## config.mk

```make
export PLATFORM = sky130hd
export DESIGN_NAME = fmv_ram
export DESIGN_NICKNAME = d
export VERILOG_FILES = /design/src/rtl/core/fmv_ram.sv
export SDC_FILE = /design/constraint.sdc
export NUM_CORES = 1
export LEC_CHECK = 0
export BUFFER_PORTS_ARGS = -buffer_cell sky130_fd_sc_hd__buf_2
export CAP_MARGIN = 20
export CORE_MARGIN = 2
export CORE_UTILIZATION = 60
export CTS_CLUSTER_DIAMETER = 40
export DETAILED_ROUTE_END_ITERATION = 7
export PLACE_DENSITY = 0.78
export SLEW_MARGIN = 10
export SYNTH_ARGS = -nofsm -noshare
export SYNTH_HDL_FRONTEND = slang
export SYNTH_SLANG_ARGS = --single-unit
```

## constraint.sdc

```tcl
create_clock -name clk -period 6.49 [get_ports clk]
set_input_delay 0.9735 -clock clk [delete_from_list [all_inputs] [get_ports clk]]
set_output_delay 0.9735 -clock clk [all_outputs]
set_load 0.01 [all_outputs]
```

## src/rtl/core/fmv_ram.sv

```systemverilog
// generic single-port-write, single-port-read ram with registered read
module fmv_ram #(
  parameter int WIDTH = 32,
  parameter int DEPTH = 16
) (
  input  logic                     clk,
  input  logic                     we,
  input  logic [$clog2(DEPTH)-1:0] waddr,
  input  logic [WIDTH-1:0]         wdata,
  input  logic [$clog2(DEPTH)-1:0] raddr,
  output logic [WIDTH-1:0]         rdata
);

  logic [WIDTH-1:0] mem [DEPTH];

  always_ff @(posedge clk) begin
    if (we) begin
      mem[waddr] <= wdata;
    end
    rdata <= mem[raddr];
  end

endmodule
```

# Word-level counts from Yosys, hierarchy flattened
# Memories as Yosys holds them, arrays and structs flattened. A register that Yosys moved wholly into a read port is not among the register bits.
# Index checks and enable logic that the tools add are counted.
dict set report word_totals {
  latch_bits 0
  romBits 0
  n_memories 1
  output_inout_bits 32
  wordCells 3
  ram_bits 512
  ff_bits 0
}
dict set report classes {
  n_eq_ne 0
  n_addsub 0
  shift 0
  order_cmp 0
  div_mod_pow 0
  reduce_logical 0
  multipliers 0
  bitwise_logic 0
  muxes 2
}
# name depth word_bits rd rd_ports_with_merged_regs write_ports line
set memory_table {}
lappend memory_table {mem 16 32 1 1 1 14} ;# logic [WIDTH-1:0] mem [DEPTH];
# cell n
set ops {}
lappend ops {{1-bit two-way mux} 2}

# Logic depth before layout (Yosys ltp)
dict set report logic_depth {
  ltp_word 2
  depth_mapped 5
}

# Least setup slack after synthesis
# OpenSTA, ideal clock, no wires.
dict set report synth_path {
  kind {input to register}
  from {input waddr[2]}
  to {memory mem[0][0] (enable)}
  arrival_time_ps 3692
  t_required_ps 6029
  setup_ps 461
  path_slack_ps 2337
  stages 2
  path_buffers 0
  path_cell_list {or3b_2 -> nor3_1}
}
# element line
set synth_lines {}
lappend synth_lines {{from (decl)} 8} ;# input logic [$clog2(DEPTH)-1:0] waddr,
lappend synth_lines {{to (decl)} 14}
# No word-level cell before the write port.

==> results_dict.tcl <==
set metrics [dict create \
    outcome "finished clean" \
    hold_path_class "flop to flop" \
    whs_ps 661 \
    final-max-slew-violation-count 0 \
    max_slew_margin 0.279 \
    layout-drive-gt1-share 0.336 \
    path_clk_slew_ps 70 \
    period_share 0.424 \
    cap_violations 0 \
    utilization 0.697 \
    gr-total-overflow 0 \
    grt_pass1_wl_um 61400 \
    syn-num-nets 880 \
    cp-start-kind "primary input" \
    grt_pass1_vias 9698 \
    yosys_warnings 0 \
    final.setup.worst_slack_ps 3740 \
    cts_tree "done" \
    numCtsBuffers 53 \
    synth_area_leaders "edfxtp_1 (77%), mux4_2 (15%), dfxtp_1 (3.2%)" \
    via_per_inst 6.53 \
    path_class "primary input to flop" \
    finalCriticalPeriod_ps 2750 \
    synth_area_um2 19900 \
    hpwlAfterDp_um 20300 \
    clkSinkCount 544 \
    rsz0062_at_grt "false" \
    syn_to_final_growth_pct 14.3 \
    cp.required_ps 6910 \
    ioPinCount 74 \
    die_w_um 186 \
    hold_violations 0 \
    n_antenna_cell 0 \
    ys_seq_elements 544 \
    yosysTopAreaCellShare 0.774 \
    rows 66 \
    cts.path.max_buffers 3 \
    initial_core_util 0.610 \
    coreArea_um2 32500 \
    leakagePower_nw 7.33 \
    grtUsageTotal 0.251 \
    setup_viol 0 \
    dp_slack_ps 3190 \
    timing.fmax_ghz 0.363 \
    drt_first_pass_iters 5 \
    endpoint_kind "flop" \
    dieArea_um2 34600 \
    ys_seq_area_frac 0.807 \
    fin_nets 989 \
    die_h_um 186 \
    cts_hold_buf 0 \
    antenna_found_initial 3 \
    routed-via-count 9364 \
    port_buffers 73 \
    syn_inst 838 \
    placed_area_um2 20900 \
    yosys.cell_types.count 18 \
    grt_max_degree 76 \
    synth_area_per_cell_um2 23.7 \
    synth_area_leader_cell "edfxtp_1" \
    ir_worst_vdd_mv 0.235 \
    fin_setup_tns_ps 0 \
    final_area_um2 22700 \
    insertion_delay_ps 570 \
    htree_num_levels 2 \
    fin_skew_ps 12.6 \
    post_cts_buffers 0 \
    place_congestion 0.716 \
    cts-root-buf "clkbuf_16" \
    drtIter0Drc 1067 \
    path_max_fanout 57 \
    tightest_slew_ps 1080 \
    arrival_ps 3170 \
    cts_resized 0 \
    ant_nets 0 \
    wl_um 41700 \
    wl_per_cell_um 29.1 \
    p_per_area_nw_per_um2 324 \
    drc 0 \
]
logic make-up after synthesis:
logic type,count (synthesis),share of synthesized area
flops,544,0.807
mux,128,0.145
compound gates,64,0.0242
simple gates,59,0.0127
buf+inv,43,0.0112
power by group:
group          total (mW)  switching (mW)  internal, mW  leakage, nW
clock                3.05            1.30          1.74        0.861
sequential           3.95          0.0279          3.93         4.89
combinational       0.347           0.206         0.141         1.58
total                7.35            1.54          5.81         7.33
flip-flops by register name (all words and copies together) (netlist names):
signal / flops
rdata: 32
mem: 512
metrics by stage:
| step | total power, mW | instances |
|---|---|---|
| 6_report | 7.35 | 1434 |
| 5_1_grt | 7.55 | 1434 |
| 4_1_cts | 7.39 | 1434 |
| 3_5_place_dp | 4.37 | 1334 |
| 3_3_place_gp | 4.35 | 1332 |
| 2_1_floorplan | 4.22 | 838 |
synthesized netlist by cell type:
cell type	instances
clkbuf_1	17
nor2b_1	2
nand2b_1	2
a22oi_1	64
or3b_2	1
buf_2	4
edfxtp_1	512
dfxtp_1	32
nand3_1	1
nor3_1	4
and2_1	1
buf_1	9
nand3b_1	2
buf_6	2
buf_4	11
nor2_1	13
mux4_2	128
nand2_1	33
layout make-up:
cell class	count	area (µm²)
Clock buffer	70	1480
Clock inverter	30	283
Fill cell	1934	9850
Multi-Input combinational cell	251	3750
Sequential cell	544	16000
Tap cell	442	553
Timing Repair Buffer	97	609
routing by layer:
| metal | vias up | global-route usage | routed length (µm) |
|---|---|---|---|
| met2 | 522 | 0.406 | 20700 |
| met1 | 4943 | 0.358 | 16300 |
| met3 | 94 | 0.0477 | 3680 |
| li1 | 3801 | - | - |
| met4 | 4 | 0.0699 | 984 |
| met5 | - | 0 | 26 |
critical path, stage by stage:
cell     delay, ps
buf_4          660
buf_4          650
mux4_2         420
a22oi_1        270
nand2_1        160
path summary, 6_finish.rpt:
path	end	slack, ps	start	cells after the start
min reg2reg	rdata[8]$_DFF_P_	660	mem[14][8]$_DFFE_PP_	3
max	rdata[12]$_DFF_P_	3740	raddr[1]	5
max reg2reg	rdata[12]$_DFF_P_	5060	mem[8][12]$_DFFE_PP_	3
min	rdata[8]$_DFF_P_	660	mem[14][8]$_DFFE_PP_	3
cells in the final DEF, fill, tap and decap left out, types with 5 or more instances in the layout:
cell type and count:
clkbuf_8 10, edfxtp_1 512, clkbuf_1 8, mux4_2 128, clkbuf_16 53, nor2_4 13, clkinv_1 5, clkinv_2 9
buf_4 22, buf_2 71, dfxtp_1 32, a22oi_1 64, nand2_1 33
No activity file was read; power rests on OpenSTA's default activity.
